[src/hdl/fpst_pkg.sv]
// Shared types and codes for the Fenwick prefix-sum table.
package fpst_pkg;

    localparam int unsigned IDX_W   = 10;
    localparam int unsigned DATA_W  = 32;
    localparam int unsigned SIZE_W  = 11;

    localparam logic [1:0] OP_ADD    = 2'd0;
    localparam logic [1:0] OP_PREFIX = 2'd1;
    localparam logic [1:0] OP_RANGE  = 2'd2;

    typedef struct packed {
        logic [1:0]               opcode;
        logic [IDX_W-1:0]         first_index;
        logic [IDX_W-1:0]         second_index;
        logic signed [DATA_W-1:0] delta;
    } item_t;

    typedef struct packed {
        logic signed [DATA_W-1:0] total;
        logic                     status;
    } result_t;

    typedef enum logic [2:0] {
        ST_CLEAR,
        ST_IDLE,
        ST_DECODE,
        ST_ADD,
        ST_SUM_HI,
        ST_SUM_LO,
        ST_FINISH
    } state_t;

    typedef struct packed {
        logic clear;
        logic accept;
        logic load_first;
        logic load_second;
        logic load_low;
        logic step_up;
        logic step_down;
        logic finish;
    } cmd_t;

    typedef struct packed {
        logic clear_last;
        logic bad;
        logic empty;
        logic is_add;
        logic is_prefix;
        logic is_range;
        logic walk_live;
        logic first_zero;
        logic slot_free;
    } sts_t;

endpackage

[src/hdl/fpst_ctrl.sv]
// Controller state machine for the Fenwick prefix-sum table.
module fpst_ctrl (
    input  logic          clk,
    input  logic          rst_n,
    input  logic          req_valid,
    input  fpst_pkg::sts_t sts,
    output fpst_pkg::cmd_t cmd,
    output logic          req_stall
);
    import fpst_pkg::*;

    state_t state_reg;
    state_t state_next;

    always_ff @(posedge clk or negedge rst_n)
    begin
        if (!rst_n)
        begin
            state_reg <= ST_CLEAR;
        end
        else
        begin
            state_reg <= state_next;
        end
    end

    always_comb
    begin
        state_next = state_reg;
        unique case (state_reg)
            ST_CLEAR:
            begin
                if (sts.clear_last)
                begin
                    state_next = ST_IDLE;
                end
            end
            ST_IDLE:
            begin
                if (req_valid)
                begin
                    state_next = ST_DECODE;
                end
            end
            ST_DECODE:
            begin
                if (sts.bad)
                begin
                    state_next = ST_FINISH;
                end
                else if (sts.is_add)
                begin
                    state_next = ST_ADD;
                end
                else if (sts.is_prefix || (sts.is_range && !sts.empty))
                begin
                    state_next = ST_SUM_HI;
                end
                else
                begin
                    state_next = ST_FINISH;
                end
            end
            ST_ADD:
            begin
                if (!sts.walk_live)
                begin
                    state_next = ST_FINISH;
                end
            end
            ST_SUM_HI:
            begin
                if (!sts.walk_live)
                begin
                    if (sts.is_range && !sts.first_zero)
                    begin
                        state_next = ST_SUM_LO;
                    end
                    else
                    begin
                        state_next = ST_FINISH;
                    end
                end
            end
            ST_SUM_LO:
            begin
                if (!sts.walk_live)
                begin
                    state_next = ST_FINISH;
                end
            end
            ST_FINISH:
            begin
                if (sts.slot_free)
                begin
                    state_next = ST_IDLE;
                end
            end
            default:
            begin
                state_next = ST_CLEAR;
            end
        endcase
    end

    always_comb
    begin
        cmd       = '0;
        req_stall = 1'b1;
        unique case (state_reg)
            ST_CLEAR:
            begin
                cmd.clear = 1'b1;
            end
            ST_IDLE:
            begin
                req_stall  = 1'b0;
                cmd.accept = req_valid;
            end
            ST_DECODE:
            begin
                if (!sts.bad)
                begin
                    cmd.load_first  = sts.is_add || sts.is_prefix;
                    cmd.load_second = sts.is_range && !sts.empty;
                end
            end
            ST_ADD:
            begin
                cmd.step_up = sts.walk_live;
            end
            ST_SUM_HI:
            begin
                cmd.step_down = sts.walk_live;
                // Second pass subtracts the prefix that ends just below the range start.
                cmd.load_low  = !sts.walk_live && sts.is_range && !sts.first_zero;
            end
            ST_SUM_LO:
            begin
                cmd.step_down = sts.walk_live;
            end
            ST_FINISH:
            begin
                cmd.finish = sts.slot_free;
            end
            default:
            begin
                cmd = '0;
            end
        endcase
    end

endmodule

[config.mk]
export PLATFORM = sky130hd
export DESIGN_NAME = fpst_ctrl
export DESIGN_NICKNAME = d
export VERILOG_FILES = /design/src/hdl/fpst_pkg.sv /design/src/hdl/fpst_ctrl.sv
export SDC_FILE = /design/constraint.sdc
export NUM_CORES = 1
export LEC_CHECK = 0
export ABC_CLOCK_PERIOD_IN_PS = 1200
export BUFFER_PORTS_ARGS = -buffer_cell sky130_fd_sc_hd__buf_2
export CAP_MARGIN = 25
export CORE_AREA = 2 2 39 41
export DETAILED_ROUTE_END_ITERATION = 7
export DIE_AREA = 0 0 41 43
export PLACE_DENSITY = 0.65
export SLEW_MARGIN = 5
export SYNTH_ARGS = -nofsm -noshare
export SYNTH_HDL_FRONTEND = slang
export SYNTH_SLANG_ARGS = --single-unit
[constraint.sdc]
create_clock -name clk -period 1.2 [get_ports clk]
set_input_delay 0.24 -clock clk [delete_from_list [all_inputs] [get_ports clk]]
set_output_delay 0.24 -clock clk [all_outputs]
set_load 0.01 [all_outputs]
==> results.json <==
{
  "track_usage_pct": 15.9,
  "multi_input_area_um2": 368,
  "die_area_um2": 1760,
  "maxCapViolCount": 0,
  "synthTopCellsByArea": "dfrtp_1 (22%), nor2_1 (7.8%), nand2b_1 (7.4%)",
  "vias_per_cell": 4.81,
  "dpl.hpwl_um": 820,
  "cp.arrival_ns": 1.26,
  "cts_tree": "done",
  "finish.net_count": 104,
  "hold_violations": 0,
  "cp-startpoint": "state_reg[0]",
  "wl_per_cell_um": 13.1,
  "synth_largest_area_cell": "dfrtp_1",
  "cp.required_ns": 0.96,
  "clkTransAtPathRegs_ns": 0.04,
  "route.vias.total": 515,
  "yosys_warnings": 0,
  "fin_cells": 107,
  "synth_top_area_share_pct": 22.2,
  "hold_slack_ns": 0.328,
  "violations": "negative setup slack",
  "dp.cells": 93,
  "setup_viol": 12,
  "coreArea_um2": 1380,
  "synth_cell_types": 23,
  "fin_crit_ns": 1.50,
  "skew_ns": 0.00294,
  "grt_overflow": 0,
  "rsz0062_at_grt": "true",
  "grt_pass1_vias": 433,
  "relSlewSlack_pct": 81.6,
  "largest_register_ffs": 3,
  "numCtsBuffers": 3,
  "synth_nets": 60,
  "pwr_density_cell_nw_per_um2": 2460,
  "synth_edf_count": 0,
  "yosysMostFrequentCell": "nor2_1",
  "critical_path_class": "reg2out",
  "grt_pass1_wl_um": 1850,
  "drive_gt1_share_pct": 76.9,
  "start_util_pct": 24.4,
  "synth_ff_type": "dfrtp_1",
  "ant_nets": 0,
  "ys_top_cells_by_count": "nor2_1 (7), nand2_1 (5), a21oi_1 (4), inv_1 (4), nand2b_1 (4)",
  "reg2reg_depth": 5,
  "crit_fanout": 5,
  "seqCellArea_um2": 78.8,
  "die_width_um": 41,
  "p_leak_nw": 0.390,
  "drt_iter0_markers": 1,
  "hold_path.class": "in2async",
  "portBuffers": 20,
  "fillers": 121,
  "setup_slack_ns": -0.297,
  "ctsLongestPathBuffers": 2,
  "ys_seq_area_share_pct": 22.2,
  "syn_avg_cell_area_um2": 7.04,
  "cts_root_buf": "clkbuf_4",
  "syn_area_um2": 338,
  "synthCells": 48,
  "worstMarginPinSlew_ns": 0.275,
  "endpoint_kind": "output port",
  "drt-pass1-iter-count": 2,
  "gp_congestion": 0.804,
  "row_count": 14,
  "r2r-start": "state_reg[0]",
  "die_h_um": 43,
  "area_growth_pct": 147,
  "grt_max_degree": 7,
  "route.detailed.drc": 0,
  "htreeDepth": 1,
  "async_reset_ff_share_pct": 100,
  "max_freq_mhz": 668,
  "peakVddDrop_v": 0.00124,
  "drt-total-wl_um": 1400,
  "synth_seq_cells": 3,
  "cts.sinks": 3,
  "drv_slew": 0,
  "critPathLaunchType": "flip-flop",
  "finalCritPeriodShare_pct": 125,
  "io_pins": 21,
  "antenna_cells": 0,
  "clock_latency_ns": 0.24,
  "antenna_found_initial": 0,
  "status": "complete, but fails checks"
}
[kinds of logic after synthesis]
family	Yosys count	share of synthesized area [%]
AOI/OAI and AO/OA	14	27.4
buffers and inverters	7	13.3
DFF	3	22.2
and+or+nand+nor	24	37.0
[final timing paths]
check | end | slack [ns]
max in group asynchronous | state_reg[2] | 0.75
worst min register to register | state_reg[0] | 0.74
worst max-delay path | cmd[4] | -0.30
worst max register to register | state_reg[0] | -0.20
min in group clk | state_reg[1] | 0.36
worst min-delay path | state_reg[0] | 0.33
[critical path, cell delays in order (launching register included)]
cell	delay [ns]
dfrtp_2	0.45
buf_6	0.15
nor4_2	0.25
buf_2	0.16
[per-stage QoR]
stage | utilization (%) | total power [mW] | setup WS, ns | area (um^2) | setup TNS [ns]
global placement | 39.9 | 1.09 | -0.167 | 552 | -0.548
finish | 60.2 | 2.05 | -0.297 | 833 | -2.59
detailed placement | 39.9 | 1.10 | -0.203 | 552 | -0.717
floorplan | - | 0.765 | -0.0710 | 372 | -0.131
global route | 60.2 | 2.18 | -0.354 | 833 | -3.26
CTS | 50.2 | 1.63 | -0.309 | 694 | -2.55
[power breakdown]
group | internal [mW] | total (mW) | switching [mW] | leakage [nW]
Sequential | 0.165 | 0.254 | 0.0888 | 0.0331
Clock | 0.125 | 0.180 | 0.0554 | 0.0150
Combinational | 0.928 | 1.62 | 0.688 | 0.342
[cells in the final DEF (no fill, tap or decap), types with 2 or more instances in the layout]
master,synthesis,final
inv_1,4,4
nor2_1,7,2
a21oi_1,4,3
nor2_4,0,5
buf_4,1,13
o21ai_0,2,2
nand2b_4,0,2
buf_2,0,17
buf_6,2,10
clkbuf_4,0,3
dfrtp_2,0,3
nand2b_1,4,2
nand2_2,0,3
[metal layers]
layer	track usage, %	wire length (um)
met1	18.1	538
met2	25.3	782
met3	6.28	77
met4	6.00	0
met5	0	0
[area by class of cell]
class,instances,share of cell area (%)
Multi-Input combinational cell,38,44.1
Timing Repair Buffer,42,39.0
Sequential cell,3,9.46
Clock buffer,4,3.15
Tap cell,16,2.40
Inverter,4,1.80
[what timing repair did]
| action | in CTS | in global routing |
|---|---|---|
| gates resized for setup | 14 | 25 |
| pin swaps | 2 | 7 |
| endpoints found under the hold margin | 3 | 0 |
| endpoints found under the setup margin | 10 | 12 |
| hold buffers | 1 | 0 |
| buffers inserted | 6 | 3 |
Power figures use the tool's default switching activity.
